File: src/rtl/core/bmpd_pkg.sv
package bmpd_pkg;

  // Default largest accepted image width or height, in pixels.
  localparam int unsigned MAX_DIM_DEFAULT = 4096;

  // Header byte positions at which a field is complete.
  localparam int unsigned POS_W = 6;
  localparam logic [POS_W-1:0] POS_SIG_B      = 6'd0;
  localparam logic [POS_W-1:0] POS_SIG_M      = 6'd1;
  localparam logic [POS_W-1:0] POS_OFFSET_END = 6'd13;
  localparam logic [POS_W-1:0] POS_HSIZE_END  = 6'd17;
  localparam logic [POS_W-1:0] POS_INFO_START = 6'd18;
  // Forty-byte info header.
  localparam logic [POS_W-1:0] POS_L_WIDTH    = 6'd21;
  localparam logic [POS_W-1:0] POS_L_HEIGHT   = 6'd25;
  localparam logic [POS_W-1:0] POS_L_BPP      = 6'd29;
  localparam logic [POS_W-1:0] POS_L_COMPR    = 6'd33;
  // Twelve-byte core header.
  localparam logic [POS_W-1:0] POS_S_WIDTH    = 6'd19;
  localparam logic [POS_W-1:0] POS_S_HEIGHT   = 6'd21;
  localparam logic [POS_W-1:0] POS_S_BPP      = 6'd25;

  localparam logic [7:0]  SIG_B        = 8'h42;
  localparam logic [7:0]  SIG_M        = 8'h4D;
  localparam logic [31:0] HSIZE_LONG   = 32'd40;
  localparam logic [31:0] HSIZE_SHORT  = 32'd12;
  localparam logic [15:0] BPP_24       = 16'd24;
  localparam logic [31:0] MIN_OFS_LONG  = 32'd34;
  localparam logic [31:0] MIN_OFS_SHORT = 32'd26;

  typedef enum logic [2:0] {
    ERR_NONE      = 3'd0,
    ERR_SIGNATURE = 3'd1,
    ERR_HSIZE     = 3'd2,
    ERR_BPP       = 3'd3,
    ERR_COMPRESS  = 3'd4,
    ERR_DIM       = 3'd5,
    ERR_OFFSET    = 3'd6
  } err_e;

  typedef enum logic [3:0] {
    PH_HEADER = 4'b0001,
    PH_SKIP   = 4'b0010,
    PH_PIXELS = 4'b0100,
    PH_IDLE   = 4'b1000
  } phase_e;

  typedef struct packed {
    logic [7:0] file_byte;
    logic       start_of_file;
  } in_word_t;

  typedef struct packed {
    logic [7:0] red;
    logic [7:0] green;
    logic [7:0] blue;
    logic       last_pixel;
    logic [2:0] error_code;
  } out_word_t;

  // Verdict of the header checker for one header byte.
  typedef struct packed {
    err_e        err;
    logic        set_offset;
    logic        set_long;
    logic        set_short;
    logic        set_width;
    logic        set_height;
    logic        to_skip;
    logic [31:0] dim_val;
  } hdr_res_t;

endpackage

File: src/rtl/core/bmpd_hdr_check.sv
module bmpd_hdr_check import bmpd_pkg::*; #(
  parameter int unsigned MaxDim = MAX_DIM_DEFAULT
) (
  input  logic [POS_W-1:0] pos_i,
  input  logic [31:0]      word_i,
  input  logic             short_hdr_i,
  input  logic [31:0]      offset_i,
  output hdr_res_t         res_o
);

  logic [15:0] half;
  logic [7:0]  newest;

  assign half   = word_i[31:16];
  assign newest = word_i[31:24];

  function automatic logic dim_ok(input logic [31:0] v);
    return (v != 32'd0) && (v <= 32'(MaxDim));
  endfunction

  always_comb begin
    res_o         = '0;
    res_o.err     = ERR_NONE;
    res_o.dim_val = short_hdr_i ? {16'd0, half} : word_i;
    if (pos_i == POS_SIG_B) begin
      if (newest != SIG_B) res_o.err = ERR_SIGNATURE;
    end else if (pos_i == POS_SIG_M) begin
      if (newest != SIG_M) res_o.err = ERR_SIGNATURE;
    end else if (pos_i == POS_OFFSET_END) begin
      res_o.set_offset = 1'b1;
    end else if (pos_i == POS_HSIZE_END) begin
      if (word_i == HSIZE_LONG) res_o.set_long = 1'b1;
      else if (word_i == HSIZE_SHORT) res_o.set_short = 1'b1;
      else res_o.err = ERR_HSIZE;
    end else if (pos_i >= POS_INFO_START) begin
      if (!short_hdr_i) begin
        if (pos_i == POS_L_WIDTH || pos_i == POS_L_HEIGHT) begin
          if (!dim_ok(word_i)) res_o.err = ERR_DIM;
          else if (pos_i == POS_L_WIDTH) res_o.set_width = 1'b1;
          else res_o.set_height = 1'b1;
        end else if (pos_i == POS_L_BPP) begin
          if (half != BPP_24) res_o.err = ERR_BPP;
        end else if (pos_i == POS_L_COMPR) begin
          if (word_i != 32'd0) res_o.err = ERR_COMPRESS;
          else if (offset_i < MIN_OFS_LONG) res_o.err = ERR_OFFSET;
          else res_o.to_skip = 1'b1;
        end
      end else begin
        if (pos_i == POS_S_WIDTH || pos_i == POS_S_HEIGHT) begin
          if (!dim_ok({16'd0, half})) res_o.err = ERR_DIM;
          else if (pos_i == POS_S_WIDTH) res_o.set_width = 1'b1;
          else res_o.set_height = 1'b1;
        end else if (pos_i == POS_S_BPP) begin
          if (half != BPP_24) res_o.err = ERR_BPP;
          else if (offset_i < MIN_OFS_SHORT) res_o.err = ERR_OFFSET;
          else res_o.to_skip = 1'b1;
        end
      end
    end
  end

endmodule

File: src/rtl/core/bmp24_stream_decoder.sv
// Streaming decoder for 24-bit uncompressed BMP files.
// The input channel (in_valid_i, in_ready_o, in_i) carries one file byte per
// word, with start_of_file set on byte 0 of a new file; that flag restarts the
// parser at once. The output channel (out_valid_o, out_ready_i, out_o) carries
// one RGB pixel per three stored BGR bytes, rows in stored order, with
// last_pixel on the final pixel, or a single word with a non-zero error_code
// when the header is rejected. Row padding and bytes before the pixel data are
// dropped without a result. After an error or the last pixel, all bytes are
// swallowed until the next start_of_file.
// A byte is registered on acceptance in the input register and decoded from
// there into the result register, which offers each result until it is
// taken. One byte is taken in every cycle; the sole limit is the output
// register, which holds back the decode stage, and so the input, while the
// receiver stalls it.
// The skip over bytes ahead of the pixel data uses a 32-bit position counter
// and compare, one byte per cycle while the output register does not stall.
// Reset empties both registers and puts the parser at header byte 0, so a file
// may start even without start_of_file after reset.
module bmp24_stream_decoder import bmpd_pkg::*; #(
  parameter int unsigned MAX_DIM = MAX_DIM_DEFAULT
) (
  input  logic      clk_i,
  input  logic      rst_ni,
  input  logic      in_valid_i,
  output logic      in_ready_o,
  input  in_word_t  in_i,
  output logic      out_valid_o,
  input  logic      out_ready_i,
  output out_word_t out_o
);

  // Dimension counters hold up to MAX_DIM; row byte counters up to a padded row.
  localparam int unsigned DimW = $clog2(MAX_DIM + 1);
  localparam int unsigned RbcW = $clog2(3 * MAX_DIM + 4);

  // Input register and result register.
  logic      in_valid_q, in_valid_d;
  in_word_t  in_q, in_d;
  logic      out_valid_q, out_valid_d;
  out_word_t out_q, out_d;

  // Parser state.
  phase_e          phase_q, phase_d, phase_c;
  logic [31:0]     pos_q, pos_d, pos_c;
  logic [31:0]     shift_q, shift_d, shift_c, shift_n;
  logic [31:0]     offset_q, offset_d;
  logic            short_q, short_d;
  logic [DimW-1:0] width_q, width_d;
  logic [DimW-1:0] height_q, height_d;
  logic [DimW-1:0] col_q, col_d, col_c;
  logic [DimW-1:0] row_q, row_d, row_c;
  logic [RbcW-1:0] rbc_q, rbc_d, rbc_c, rbc_n;
  logic [RbcW-1:0] row_data_q, row_data_d;
  logic [RbcW-1:0] row_len_q, row_len_d;
  logic [15:0]     held_q, held_d;
  logic [1:0]      pbi_q, pbi_d, pbi_c;

  logic            advance, proc, pix_go, last;
  logic [7:0]      b;
  logic [RbcW-1:0] new_w;
  hdr_res_t        hres;

  // The decode stage moves whenever the result register is free or draining.
  assign advance     = !out_valid_q || out_ready_i;
  assign proc        = in_valid_q && advance;
  assign in_ready_o  = !in_valid_q || advance;
  assign out_valid_o = out_valid_q;
  assign out_o       = out_q;
  assign b           = in_q.file_byte;

  // A start flag makes the byte decode as byte 0 from cleared state.
  assign phase_c = in_q.start_of_file ? PH_HEADER : phase_q;
  assign pos_c   = in_q.start_of_file ? 32'd0 : pos_q;
  assign shift_c = in_q.start_of_file ? 32'd0 : shift_q;
  assign col_c   = in_q.start_of_file ? '0 : col_q;
  assign row_c   = in_q.start_of_file ? '0 : row_q;
  assign rbc_c   = in_q.start_of_file ? '0 : rbc_q;
  assign pbi_c   = in_q.start_of_file ? 2'd0 : pbi_q;

  // Header fields are little-endian, so the newest byte enters at the top.
  assign shift_n = {b, shift_c[31:8]};
  assign new_w   = RbcW'(hres.dim_val[DimW-1:0]);
  assign rbc_n   = rbc_c + RbcW'(1);

  bmpd_hdr_check #(
    .MaxDim(MAX_DIM)
  ) u_hdr_check (
    .pos_i      (pos_c[POS_W-1:0]),
    .word_i     (shift_n),
    .short_hdr_i(short_q),
    .offset_i   (offset_q),
    .res_o      (hres)
  );

  always_comb begin
    in_valid_d  = in_valid_q;
    in_d        = in_q;
    out_valid_d = out_valid_q;
    out_d       = out_q;
    phase_d     = phase_q;
    pos_d       = pos_q;
    shift_d     = shift_q;
    offset_d    = offset_q;
    short_d     = short_q;
    width_d     = width_q;
    height_d    = height_q;
    col_d       = col_q;
    row_d       = row_q;
    rbc_d       = rbc_q;
    row_data_d  = row_data_q;
    row_len_d   = row_len_q;
    held_d      = held_q;
    pbi_d       = pbi_q;
    pix_go      = 1'b0;
    last        = 1'b0;

    if (in_valid_i && in_ready_o) begin
      in_valid_d = 1'b1;
      in_d       = in_i;
    end else if (advance) begin
      in_valid_d = 1'b0;
    end

    if (advance) out_valid_d = 1'b0;

    if (proc) begin
      phase_d = phase_c;
      pos_d   = pos_c;
      shift_d = shift_c;
      col_d   = col_c;
      row_d   = row_c;
      rbc_d   = rbc_c;
      pbi_d   = pbi_c;

      case (phase_c)
        PH_HEADER: begin
          shift_d = shift_n;
          pos_d   = pos_c + 32'd1;
          if (hres.set_offset) offset_d = shift_n;
          if (hres.set_long) short_d = 1'b0;
          if (hres.set_short) short_d = 1'b1;
          if (hres.set_width) begin
            width_d    = hres.dim_val[DimW-1:0];
            row_data_d = new_w + new_w + new_w;
            row_len_d  = new_w + new_w + new_w + RbcW'(new_w[1:0]);
          end
          if (hres.set_height) height_d = hres.dim_val[DimW-1:0];
          if (hres.err != ERR_NONE) begin
            phase_d           = PH_IDLE;
            out_valid_d       = 1'b1;
            out_d             = '0;
            out_d.error_code  = hres.err;
          end else if (hres.to_skip) begin
            phase_d = PH_SKIP;
          end
        end
        PH_SKIP: begin
          if (pos_c < offset_q) begin
            pos_d = pos_c + 32'd1;
          end else begin
            phase_d = PH_PIXELS;
            pix_go  = 1'b1;
          end
        end
        PH_PIXELS: pix_go = 1'b1;
        default: ;
      endcase

      if (pix_go) begin
        if (rbc_c < row_data_q) begin
          case (pbi_c)
            2'd0: begin
              held_d = {8'd0, b};
              pbi_d  = 2'd1;
            end
            2'd1: begin
              held_d[15:8] = b;
              pbi_d        = 2'd2;
            end
            default: begin
              last = (col_c + DimW'(1) == width_q) && (row_c + DimW'(1) == height_q);
              out_valid_d      = 1'b1;
              out_d.red        = b;
              out_d.green      = held_q[15:8];
              out_d.blue       = held_q[7:0];
              out_d.last_pixel = last;
              out_d.error_code = ERR_NONE;
              col_d            = col_c + DimW'(1);
              pbi_d            = 2'd0;
            end
          endcase
        end
        // Pad bytes count towards the row but give nothing.
        if (rbc_n >= row_len_q) begin
          rbc_d = '0;
          col_d = '0;
          pbi_d = 2'd0;
          row_d = row_c + DimW'(1);
        end else begin
          rbc_d = rbc_n;
        end
        if (last) phase_d = PH_IDLE;
      end
    end
  end

  always_ff @(posedge clk_i or negedge rst_ni) begin
    if (!rst_ni) begin
      in_valid_q  <= 1'b0;
      out_valid_q <= 1'b0;
      phase_q     <= PH_HEADER;
      pos_q       <= 32'd0;
      col_q       <= '0;
      row_q       <= '0;
      rbc_q       <= '0;
      pbi_q       <= 2'd0;
    end else begin
      in_valid_q  <= in_valid_d;
      out_valid_q <= out_valid_d;
      phase_q     <= phase_d;
      pos_q       <= pos_d;
      col_q       <= col_d;
      row_q       <= row_d;
      rbc_q       <= rbc_d;
      pbi_q       <= pbi_d;
    end
  end

  always_ff @(posedge clk_i) begin
    in_q       <= in_d;
    out_q      <= out_d;
    shift_q    <= shift_d;
    offset_q   <= offset_d;
    short_q    <= short_d;
    width_q    <= width_d;
    height_q   <= height_d;
    row_data_q <= row_data_d;
    row_len_q  <= row_len_d;
    held_q     <= held_d;
  end

`ifndef NO_ASSERTIONS
  // An error word carries no pixel.
  a_err_clean: assert property (@(posedge clk_i) disable iff (!rst_ni)
    out_valid_o && (out_o.error_code != ERR_NONE) |->
      (out_o.red == 8'd0) && (out_o.green == 8'd0) && (out_o.blue == 8'd0) &&
      !out_o.last_pixel)
    else $error("error word carries pixel data");

  // The final pixel stops the parser until the next file.
  a_last_idle: assert property (@(posedge clk_i) disable iff (!rst_ni)
    proc && last |=> (phase_q == PH_IDLE) && out_valid_q && out_q.last_pixel)
    else $error("parser still active after the last pixel");

  // The byte index within a pixel never reaches three.
  a_pbi_range: assert property (@(posedge clk_i) disable iff (!rst_ni)
    pbi_q != 2'd3)
    else $error("pixel byte index out of range");

  // While pixels stream, the row byte counter stays inside the padded row.
  a_rbc_range: assert property (@(posedge clk_i) disable iff (!rst_ni)
    (phase_q == PH_PIXELS) |-> (rbc_q < row_len_q))
    else $error("row byte counter beyond padded row");

  // A word is only loaded when the result register could take it.
  a_no_overwrite: assert property (@(posedge clk_i) disable iff (!rst_ni)
    out_valid_q && !out_ready_i |=> out_valid_q && $stable(out_q))
    else $error("pending result overwritten");
`endif

endmodule
File: config.mk
export PLATFORM = sky130hd
export DESIGN_NAME = bmp24_stream_decoder
export DESIGN_NICKNAME = d
export VERILOG_FILES = /design/src/rtl/core/bmpd_pkg.sv /design/src/rtl/core/bmpd_hdr_check.sv /design/src/rtl/core/bmp24_stream_decoder.sv
export SDC_FILE = /design/constraint.sdc
export NUM_CORES = 1
export LEC_CHECK = 0
export BUFFER_PORTS_ARGS = -buffer_cell sky130_fd_sc_hd__buf_4
export CAP_MARGIN = 20
export CORE_UTILIZATION = 70
export CTS_BUF_LIST = sky130_fd_sc_hd__clkbuf_4 sky130_fd_sc_hd__clkbuf_8
export DETAILED_ROUTE_END_ITERATION = 8
export HOLD_SLACK_MARGIN = 0.02
export PLACE_DENSITY_LB_ADDON = 0.05
export SLEW_MARGIN = 40
export SYNTH_ARGS = -nofsm -noshare
export SYNTH_HDL_FRONTEND = slang
export SYNTH_HIERARCHICAL = 1
export SYNTH_SLANG_ARGS = --single-unit
File: constraint.sdc
create_clock -name clk_i -period 12.7 [get_ports clk_i]
set_input_delay 0.635 -clock clk_i [delete_from_list [all_inputs] [get_ports clk_i]]
set_output_delay 0.635 -clock clk_i [all_outputs]
set_load 0.02 [all_outputs]
==> run_summary.xml, run 1 <==
<?xml version="1.0" encoding="UTF-8"?>
<metrics>
  <group name="global_route">
    <metric name="first_global_vias" unit="">11700</metric>
    <metric name="grt_antenna_before_repair" unit="">1</metric>
    <metric name="grt_max_degree" unit="">77</metric>
    <metric name="first_pass_grt_wire_length" unit="microns">61300</metric>
    <metric name="global_route.overflow_total" unit="">0</metric>
    <metric name="gr-usage-all-layers" unit="">0.358</metric>
  </group>
  <group name="sta">
    <metric name="final-max-slew-violation-count" unit="">0</metric>
    <metric name="tns" unit="ps">0</metric>
    <metric name="timing.final.hold_violations" unit="">0</metric>
    <metric name="timing.max_slew.rel_slack" unit="">0.439</metric>
    <metric name="worstMarginPinSlew" unit="ps">841</metric>
    <metric name="fin_crit_sh" unit="">0.426</metric>
    <metric name="setup-violations-final" unit="">0</metric>
    <metric name="rsz0062_at_grt" unit="">no</metric>
    <metric name="hold_slack" unit="ps">270</metric>
    <metric name="min_period" unit="ps">5410</metric>
    <metric name="max_freq" unit="MHz">185</metric>
    <metric name="final.setup_skew" unit="ps">23.8</metric>
  </group>
  <group name="die">
    <metric name="die_height" unit="microns">148</metric>
    <metric name="dieArea" unit="sq um">22000</metric>
    <metric name="dieWidth" unit="microns">148</metric>
    <metric name="top_level_ports" unit="">43</metric>
    <metric name="initial_core_util" unit="">0.712</metric>
    <metric name="core" unit="sq um">21000</metric>
    <metric name="rows" unit="">53</metric>
  </group>
  <group name="final_layout">
    <metric name="post_route_cells_drive_above_1_share" unit="">0.130</metric>
    <metric name="fillerInstances" unit="">1422</metric>
    <metric name="layout.nets" unit="">1593</metric>
    <metric name="area_growth" unit="%">9.17</metric>
    <metric name="antenna_cells" unit="">0</metric>
    <metric name="multi_input_comb_area" unit="sq um">7460</metric>
    <metric name="register_area" unit="sq um">6870</metric>
  </group>
  <group name="yosys">
    <metric name="netlist_area" unit="sq um">15000</metric>
    <metric name="postSynthNetCount" unit="">1566</metric>
    <metric name="netlist_instances" unit="">1478</metric>
    <metric name="synthesis.area_per_instance" unit="sq um">10.1</metric>
    <metric name="synthesis.yosys.warnings" unit="">6</metric>
  </group>
  <group name="worst_hold_path">
    <metric name="hold_path_class" unit="">in2reg</metric>
  </group>
  <group name="route">
    <metric name="routedWlPerCell" unit="microns">21.4</metric>
    <metric name="drcViolationCount" unit="">0</metric>
    <metric name="drt-initial-drc-count" unit="">1313</metric>
    <metric name="vias" unit="">12000</metric>
    <metric name="routed_wirelength" unit="microns">38700</metric>
    <metric name="drt_pass1_iterations" unit="">5</metric>
    <metric name="routed_via_density" unit="">6.63</metric>
    <metric name="route.antenna.remaining_nets" unit="">0</metric>
  </group>
  <group name="clock_tree">
    <metric name="cts_root_buffer" unit="">clkbuf_8</metric>
    <metric name="worstSkewPairLatency" unit="ps">540</metric>
    <metric name="clk_path_buf_depth" unit="">3</metric>
    <metric name="clk_pin_slew" unit="ps">60</metric>
    <metric name="cts.sink_count" unit="">242</metric>
    <metric name="cts_tree" unit="">yes</metric>
    <metric name="cts_htree_levels" unit="">2</metric>
    <metric name="number_of_buffers_created_by_cts" unit="">40</metric>
  </group>
  <group name="placed_design">
    <metric name="globalplace.congestion" unit="">0.952</metric>
    <metric name="hpwl" unit="microns">26600</metric>
    <metric name="count_of_input_and_output_buffers" unit="">42</metric>
  </group>
  <group name="worst_setup_path">
    <metric name="critPathArrivalTime" unit="ps">5560</metric>
    <metric name="critical_path_peak_fanout" unit="">70</metric>
    <metric name="criticalPathCategory" unit="">reg2reg</metric>
    <metric name="end_kind" unit="">register</metric>
    <metric name="timing.critical_path.required" unit="ps">12860</metric>
    <metric name="timing.critical_path.from_type" unit="">register</metric>
  </group>
  <group name="outcome">
    <metric name="run_status" unit="">completed</metric>
  </group>
  <group name="power">
    <metric name="power.static_leakage" unit="nW">6.69</metric>
    <metric name="power.density" unit="nW/um^2">145</metric>
    <metric name="peakVddDrop" unit="V">0.000128</metric>
  </group>
  <group name="run">
    <metric name="drv.max_cap_violation_count" unit="">0</metric>
  </group>
</metrics>
final cells by class:
class                      instances  share of cell area
timing repair buffer              56              0.0270
tap                              275              0.0211
multi-input combinational       1070               0.456
sequential                       242               0.420
inverter                          95              0.0219
clock inverter                    14              0.0100
clock buffer                      58              0.0435
metrics by stage:
step | area (sq um) | setup WS (ps) | total power [mW] | cells | util
after CTS | 16300 | 7350 | 2.37 | 1809 | 0.777
after floorplan | 15000 | 7830 | 1.43 | 1478 | -
after global routing | 16300 | 6950 | 2.47 | 1810 | 0.777
after detailed placement | 15400 | 7390 | 1.62 | 1736 | 0.735
final | 16300 | 7290 | 2.37 | 1810 | 0.777
after global placement | 15400 | 7570 | 1.60 | 1734 | 0.733
report_power, final:
part / internal [mW] / total, mW / switching (mW)
sequential: 0.969 / 1.02 / 0.0512
clock: 0.441 / 0.752 / 0.310
combinational: 0.205 / 0.603 / 0.397
registers in the layout (all words and copies together), names as in the netlist, 14 cells and up:
register and cells:
pos_q 32, rbc_q 14, held_q 16, offset_q 32
out_o 28, shift_q 24
what timing repair did:
item / 4_1_cts / 5_1_grt
gates resized for setup: 0 / 0
hold buffers: 1 / 0
setup buffers: 0 / 0
endpoints found under the hold margin: 4 / 0
worst paths after layout:
check / from / end / slack (ps) / depth (start not counted)
max reg2reg: in_q[0] / held_q[0] / 7290 / 11
min: in_i[5] / b[4] / 270 / 1
max: in_q[0] / held_q[0] / 7290 / 11
max in group asynchronous: rst_ni / col_q[5] / 11300 / 3
min reg2reg: pos_q[15] / pos_q[15] / 520 / 2
min in group asynchronous: rst_ni / pos_q[20] / 460 / 2
cells in the final DEF (no fill, tap or decap), types with 46 or more instances in the layout:
cell      count
a21oi_1      65
buf_4        52
dfrtp_1      79
edfxtp_1    162
ha_1         74
inv_1        92
nand2_1     137
nor2_1       90
nor2b_1      85
o21ai_0      55
xnor2_1      46
critical path: stages (launching register included):
cell and delay, ps:
edfxtp_1 330, buf_4 580, buf_4 710, nor2b_1 290, ha_1 380, nand4_1 130
a311oi_1 270, a21boi_1 230, o2111ai_2 350, nand3_1 560, nor3b_1 530, nor2b_1 600
metal layers:
metal  vias to the layer above  part of all wire  GRT usage
li1                       5545                 -          -
met1                      5735              0.42      0.485
met2                       611              0.46      0.574
met3                       107             0.088     0.0748
met4                         0             0.030      0.126
met5                         -                 0          0
(Power assumes the default switching activity.)
==> inputs of run 2 (changes only) <==
--- a/config.mk
+++ b/config.mk
@@ -7,7 +7,7 @@
 export LEC_CHECK = 0
 export BUFFER_PORTS_ARGS = -buffer_cell sky130_fd_sc_hd__buf_4
 export CAP_MARGIN = 20
-export CORE_UTILIZATION = 70
+export CORE_UTILIZATION = 59
 export CTS_BUF_LIST = sky130_fd_sc_hd__clkbuf_4 sky130_fd_sc_hd__clkbuf_8
 export DETAILED_ROUTE_END_ITERATION = 8
 export HOLD_SLACK_MARGIN = 0.02
==> constraint.sdc (replaced) <==
create_clock -name clk_i -period 4.53 [get_ports clk_i]
set_input_delay 0.2265 -clock clk_i [delete_from_list [all_inputs] [get_ports clk_i]]
set_output_delay 0.2265 -clock clk_i [all_outputs]
set_load 0.02 [all_outputs]
==> run 2 against run 1 <==
Clock skew fell by 4.6 ps. Combinational power rose to 2.9 times the previous value. Clock-buffer cell count rose by 4. Core utilization fell by 9.2 points. Global-route usage fell by 4.9 points. Clock power rose to 2.9 times the previous value. Sequential power rose to 2.8 times the previous value. First-iteration DRC count rose by 9.5%. Via count fell by 0.31%. Sequential share of layout area fell by 1.3 points. Fmax rose by 30%. Largest power group unchanged. Highest routed layer unchanged. Critical path type unchanged.
==> run_summary.xml, run 2 (synthesis results as in run 1) <==
<?xml version="1.0" encoding="UTF-8"?>
<metrics>
  <group name="sta">
    <metric name="hold_slack" unit="ps">88.6</metric>
    <metric name="max_freq" unit="MHz">241</metric>
    <metric name="tns" unit="ps">0</metric>
    <metric name="final-max-slew-violation-count" unit="">0</metric>
    <metric name="timing.max_slew.rel_slack" unit="">0.494</metric>
    <metric name="final.setup_skew" unit="ps">19.2</metric>
    <metric name="fin_crit_sh" unit="">0.915</metric>
    <metric name="timing.final.hold_violations" unit="">0</metric>
    <metric name="rsz0062_at_grt" unit="">no</metric>
    <metric name="min_period" unit="ps">4150</metric>
    <metric name="setup-violations-final" unit="">0</metric>
    <metric name="worstMarginPinSlew" unit="ps">759</metric>
    <metric name="final.setup.worst_slack" unit="ps">383</metric>
  </group>
  <group name="worst_setup_path">
    <metric name="timing.critical_path.required" unit="ps">4980</metric>
    <metric name="critical_path_peak_fanout" unit="">24</metric>
    <metric name="critPathArrivalTime" unit="ps">4600</metric>
    <metric name="timing.critical_path.from_type" unit="">register</metric>
    <metric name="end_kind" unit="">register</metric>
    <metric name="criticalPathCategory" unit="">reg2reg</metric>
  </group>
  <group name="global_route">
    <metric name="grt_antenna_before_repair" unit="">0</metric>
    <metric name="first_global_vias" unit="">11500</metric>
    <metric name="global_route.overflow_total" unit="">0</metric>
    <metric name="gr-usage-all-layers" unit="">0.309</metric>
    <metric name="grt_max_degree" unit="">67</metric>
    <metric name="first_pass_grt_wire_length" unit="microns">63100</metric>
  </group>
  <group name="die">
    <metric name="initial_core_util" unit="">0.608</metric>
    <metric name="dieWidth" unit="microns">161</metric>
    <metric name="core" unit="sq um">24600</metric>
    <metric name="rows" unit="">57</metric>
    <metric name="die_height" unit="microns">161</metric>
    <metric name="dieArea" unit="sq um">26000</metric>
    <metric name="top_level_ports" unit="">43</metric>
  </group>
  <group name="power">
    <metric name="power.static_leakage" unit="nW">6.91</metric>
    <metric name="power.density" unit="nW/um^2">401</metric>
    <metric name="p_total" unit="mW">6.77</metric>
    <metric name="peakVddDrop" unit="V">0.000378</metric>
  </group>
  <group name="final_layout">
    <metric name="layout.nets" unit="">1637</metric>
    <metric name="finish.cell_count_without_fillers" unit="">1906</metric>
    <metric name="post_route_cells_drive_above_1_share" unit="">0.155</metric>
    <metric name="fillerInstances" unit="">1912</metric>
    <metric name="antenna_cells" unit="">0</metric>
    <metric name="most-common-layout-cells" unit="">edfxtp_1 (162), nand2_1 (138), inv_1 (92)</metric>
    <metric name="finalInstanceArea" unit="sq um">16900</metric>
    <metric name="area_growth" unit="%">12.6</metric>
    <metric name="fin_util" unit="">0.685</metric>
    <metric name="leading_cell_type_in_the_layout_fill_and_taps_excluded" unit="">edfxtp_1</metric>
  </group>
  <group name="placed_design">
    <metric name="numPlacedInstances" unit="">1814</metric>
    <metric name="pre_cts_ws" unit="ps">338</metric>
    <metric name="hpwl" unit="microns">27600</metric>
    <metric name="count_of_input_and_output_buffers" unit="">42</metric>
    <metric name="globalplace.congestion" unit="">0.918</metric>
    <metric name="placed_area" unit="sq um">15800</metric>
  </group>
  <group name="clock_tree">
    <metric name="cts_tree" unit="">yes</metric>
    <metric name="cts_root_buffer" unit="">clkbuf_8</metric>
    <metric name="number_of_buffers_created_by_cts" unit="">42</metric>
    <metric name="clk_path_buf_depth" unit="">3</metric>
    <metric name="cts_htree_levels" unit="">2</metric>
    <metric name="worstSkewPairLatency" unit="ps">570</metric>
    <metric name="clk_pin_slew" unit="ps">60</metric>
    <metric name="cts.sink_count" unit="">242</metric>
  </group>
  <group name="route">
    <metric name="vias" unit="">12000</metric>
    <metric name="drt_pass1_iterations" unit="">7</metric>
    <metric name="drcViolationCount" unit="">0</metric>
    <metric name="routed_via_density" unit="">6.28</metric>
    <metric name="route.antenna.remaining_nets" unit="">0</metric>
    <metric name="routedWlPerCell" unit="microns">20.8</metric>
    <metric name="drt-initial-drc-count" unit="">1438</metric>
    <metric name="routed_wirelength" unit="microns">39700</metric>
  </group>
  <group name="run">
    <metric name="drv.max_cap_violation_count" unit="">0</metric>
  </group>
  <group name="worst_hold_path">
    <metric name="hold_path_class" unit="">in2async</metric>
  </group>
  <group name="outcome">
    <metric name="run_status" unit="">completed</metric>
  </group>
</metrics>
[run 2: layout make-up]
type | count | area [sq um] | area share
timing repair buffer | 98 | 815 | 0.0483
tap | 324 | 405 | 0.0240
clock inverter | 15 | 158 | 0.00935
multi-input combinational | 1070 | 7480 | 0.444
inverter | 95 | 359 | 0.0213
sequential | 242 | 6870 | 0.407
clock buffer | 62 | 772 | 0.0458
[run 2: final timing paths]
check | startpoint | end | slack [ps] | cells past startpoint
max | in_q[0] | col_q[4] | 380 | 18
min reg2reg | held_q[1] | out_o[5] | 520 | 2
max in group asynchronous | rst_ni | rbc_q[12] | 3550 | 3
max reg2reg | in_q[0] | col_q[4] | 380 | 18
min | rst_ni | phase_q[2] | 90 | 2
min in group clk_i | in_i[2] | b[1] | 370 | 2
[run 2: report_power, final]
part	total (mW)	switching (mW)	leakage (nW)	internal (mW)
Combinational	1.73	1.11	3.80	0.620
Clock	2.20	0.966	0.490	1.23
Sequential	2.85	0.134	2.62	2.71
Total	6.77	2.21	6.91	4.56
[run 2: timing repair]
item,in CTS,in global routing
gates resized for setup,0,4
hold buffers,12,0
hold endpoints to repair,29,0
endpoints found under the setup margin,0,3
buffers inserted,0,3
[run 2: layer usage]
metal / GRT usage / share of wire / up-vias
met1: 0.454 / 0.46 / 5817
met3: 0.0421 / 0.068 / 68
met5: 0 / 0 / -
met2: 0.473 / 0.45 / 419
met4: 0.102 / 0.027 / 0
li1: - / - / 5657
[run 2: critical path: stages (launching register included)]
cell and delay (ps):
edfxtp_1 490, buf_12 210, nor2b_1 180, ha_2 260, nand2_1 130, nor2_1 170
and3_1 280, nand3_1 130, xnor2_1 170, ha_1 310, nand4_1 130, a211oi_2 200
o211ai_1 130, nand3_2 160, inv_1 170, a31oi_4 270, buf_4 260, a2111oi_0 90
a221o_1 290
==> inputs of run 3 (changes only) <==
--- a/config.mk
+++ b/config.mk
@@ -11,6 +11,7 @@
 export CTS_BUF_LIST = sky130_fd_sc_hd__clkbuf_4 sky130_fd_sc_hd__clkbuf_8
 export DETAILED_ROUTE_END_ITERATION = 8
 export HOLD_SLACK_MARGIN = 0.02
+export MAX_ROUTING_LAYER = met4
 export PLACE_DENSITY_LB_ADDON = 0.05
 export SLEW_MARGIN = 40
 export SYNTH_ARGS = -nofsm -noshare
==> run 3 against run 2 <==
First-iteration DRC count down 6.9%. Non-clock buffer count shrank 4. Final area shrank 0.73%. Setup slack lost 53 ps. Register-to-register slack lost 50 ps. Clock-buffer cell count decreased by 7. Routed wire length hardly changed. Die area stayed put.
==> run_summary.xml, run 3 (synthesis results as in run 1) <==
<?xml version="1.0" encoding="UTF-8"?>
<metrics>
  <group name="worst_setup_path">
    <metric name="worstPathCellList" unit="">buf_4 &gt; nor2b_1 &gt; and4_1 &gt; and4_1 &gt; nand3_1 &gt; or3_1 &gt; a21oi_1 &gt; ha_1 &gt; nand4_1 &gt; a211oi_2 &gt; o211ai_1 &gt; nand3_2 &gt; inv_1 &gt; a31oi_4 &gt; buf_6 &gt; nand2_1 &gt; a32o_1</metric>
    <metric name="critical_path.most_common_cell" unit="">and4_1</metric>
    <metric name="reg2regPathDepth" unit="">17</metric>
    <metric name="timing.rr.end" unit="">row_q[11]</metric>
    <metric name="timing.critical_path.slowest_stage_cell" unit="">edfxtp_1</metric>
    <metric name="critical-path-max-stage-delay" unit="ps">450</metric>
    <metric name="criticalPathCategory" unit="">reg2reg</metric>
    <metric name="crit_start" unit="">in_q[0]</metric>
    <metric name="timing.critical_path.required" unit="ps">4970</metric>
    <metric name="critPathArrivalTime" unit="ps">4640</metric>
    <metric name="reg2reg_setup_slack" unit="ps">330</metric>
    <metric name="timing.critical_path.to" unit="">row_q[11]</metric>
    <metric name="timing.critical_path.from_type" unit="">register</metric>
    <metric name="worstReg2RegStart" unit="">in_q[0]</metric>
    <metric name="end_kind" unit="">register</metric>
    <metric name="critical_path_peak_fanout" unit="">20</metric>
  </group>
  <group name="power">
    <metric name="peakVddDrop" unit="V">0.000307</metric>
    <metric name="power.static_leakage" unit="nW">6.84</metric>
    <metric name="power.density" unit="nW/um^2">396</metric>
  </group>
  <group name="outcome">
    <metric name="run_status" unit="">completed</metric>
  </group>
  <group name="run">
    <metric name="drv.max_cap_violation_count" unit="">0</metric>
  </group>
  <group name="sta">
    <metric name="fin_crit_sh" unit="">0.927</metric>
    <metric name="rsz0062_at_grt" unit="">no</metric>
    <metric name="min_period" unit="ps">4200</metric>
    <metric name="setup-violations-final" unit="">0</metric>
    <metric name="max_freq" unit="MHz">238</metric>
    <metric name="timing.max_slew.rel_slack" unit="">0.494</metric>
    <metric name="hold_slack" unit="ps">146</metric>
    <metric name="tns" unit="ps">0</metric>
    <metric name="worstMarginPinSlew" unit="ps">758</metric>
    <metric name="timing.final.hold_violations" unit="">0</metric>
    <metric name="final-max-slew-violation-count" unit="">0</metric>
    <metric name="final.setup_skew" unit="ps">24.6</metric>
  </group>
  <group name="die">
    <metric name="dieWidth" unit="microns">161</metric>
    <metric name="initial_core_util" unit="">0.608</metric>
    <metric name="dieArea" unit="sq um">26000</metric>
    <metric name="rows" unit="">57</metric>
    <metric name="die_height" unit="microns">161</metric>
    <metric name="core" unit="sq um">24600</metric>
    <metric name="top_level_ports" unit="">43</metric>
  </group>
  <group name="placed_design">
    <metric name="hpwl" unit="microns">27900</metric>
    <metric name="globalplace.congestion" unit="">0.920</metric>
    <metric name="count_of_input_and_output_buffers" unit="">42</metric>
  </group>
  <group name="route">
    <metric name="drt-initial-drc-count" unit="">1339</metric>
    <metric name="drcViolationCount" unit="">0</metric>
    <metric name="drt_pass1_iterations" unit="">5</metric>
    <metric name="route.antenna.remaining_nets" unit="">0</metric>
    <metric name="routedWlPerCell" unit="microns">20.9</metric>
    <metric name="routed_via_density" unit="">6.31</metric>
    <metric name="routed_wirelength" unit="microns">39700</metric>
    <metric name="vias" unit="">12000</metric>
  </group>
  <group name="clock_tree">
    <metric name="clk_pin_slew" unit="ps">60</metric>
    <metric name="cts_root_buffer" unit="">clkbuf_8</metric>
    <metric name="cts_tree" unit="">yes</metric>
    <metric name="cts_htree_levels" unit="">2</metric>
    <metric name="number_of_buffers_created_by_cts" unit="">41</metric>
    <metric name="clk_path_buf_depth" unit="">3</metric>
    <metric name="worstSkewPairLatency" unit="ps">570</metric>
    <metric name="post_cts.repair.setup_buffers" unit="">0</metric>
    <metric name="cts.sink_count" unit="">242</metric>
  </group>
  <group name="global_route">
    <metric name="global_route.overflow_total" unit="">0</metric>
    <metric name="grt_max_degree" unit="">65</metric>
    <metric name="gr-usage-all-layers" unit="">0.317</metric>
    <metric name="grt_antenna_before_repair" unit="">1</metric>
    <metric name="first_pass_grt_wire_length" unit="microns">62600</metric>
    <metric name="first_global_vias" unit="">11600</metric>
  </group>
  <group name="worst_hold_path">
    <metric name="hold_path_class" unit="">in2async</metric>
  </group>
  <group name="final_layout">
    <metric name="post_route_cells_drive_above_1_share" unit="">0.145</metric>
    <metric name="most-common-layout-cells" unit="">edfxtp_1 (162), nand2_1 (138), inv_1 (92)</metric>
    <metric name="leading_cell_type_in_the_layout_fill_and_taps_excluded" unit="">edfxtp_1</metric>
    <metric name="area_growth" unit="%">11.8</metric>
    <metric name="layout.nets" unit="">1632</metric>
  </group>
</metrics>
## run 3: cell count changes in the layout (fill, tap and decap cells not counted), moves of 2 or more
cell,previous run,this run
clkinv_2,7,5
nor2b_1,81,83
buf_4,81,78
clkinv_1,2,8
clkinvlp_4,2,0
nor2b_2,4,2
clkbuf_4,13,9
clkbuf_8,49,46
## run 3: repair_timing
item | in CTS | in global routing
endpoints found under the setup margin | 0 | 11
resized for setup | 0 | 2
hold buffers | 12 | 0
hold endpoints to repair | 41 | 0
## run 3: worst min path at each step
| stage | slack [ps] | to |
|---|---|---|
| after global routing | 170 | pos_q[17] |
| after CTS | 140 | pos_q[17] |
| after floorplan | -70 | col_q[0] |
| after detailed placement | 200 | pos_q[20] |
| final | 150 | pos_q[12] |
| after global placement | 200 | pos_q[23] |
## run 3: routing by layer
metal | vias up | track usage | part of all wire
met5 | - | - | 0
met1 | 5842 | 0.445 | 0.45
li1 | 5626 | - | -
met3 | 83 | 0.0437 | 0.066
met2 | 430 | 0.476 | 0.45
met4 | 0 | 0.102 | 0.027
## run 3: cell type report
type	count	area, sq um
Multi-Input combinational cell	1070	7480
Clock buffer	55	701
Fill cell	1944	7870
Sequential cell	242	6870
Clock inverter	17	148
Tap cell	324	405
Timing Repair Buffer	94	772
Antenna cell	1	2.50
Inverter	95	359
## run 3: report_power, final
| group | switching [mW] | total, mW | internal (mW) |
|---|---|---|---|
| clock | 0.926 | 2.05 | 1.13 |
| combinational | 1.11 | 1.73 | 0.618 |
| sequential | 0.134 | 2.85 | 2.71 |
## run 3: critical path: cells and delay by family, from the launching register on
family,cells,cell delay [ps]
adder cells (fa/ha/maj),1,170
buffers and inverters,3,630
AND/OR/NAND/NOR,8,1750
flip-flops,1,450
AO/OA/AOI/OAI,5,1060
## run 3: per-stage QoR
step	setup slack, ps	instance area [sq um]	std cells	power (mW)	utilization
detailed placement	395	15800	1813	4.58	0.640
global placement	489	15700	1812	4.54	0.639
CTS	332	16700	1897	6.64	0.680
global route	23.9	16700	1897	6.90	0.680
finish	330	16700	1898	6.63	0.680
floorplan	24.3	15000	1478	3.99	-
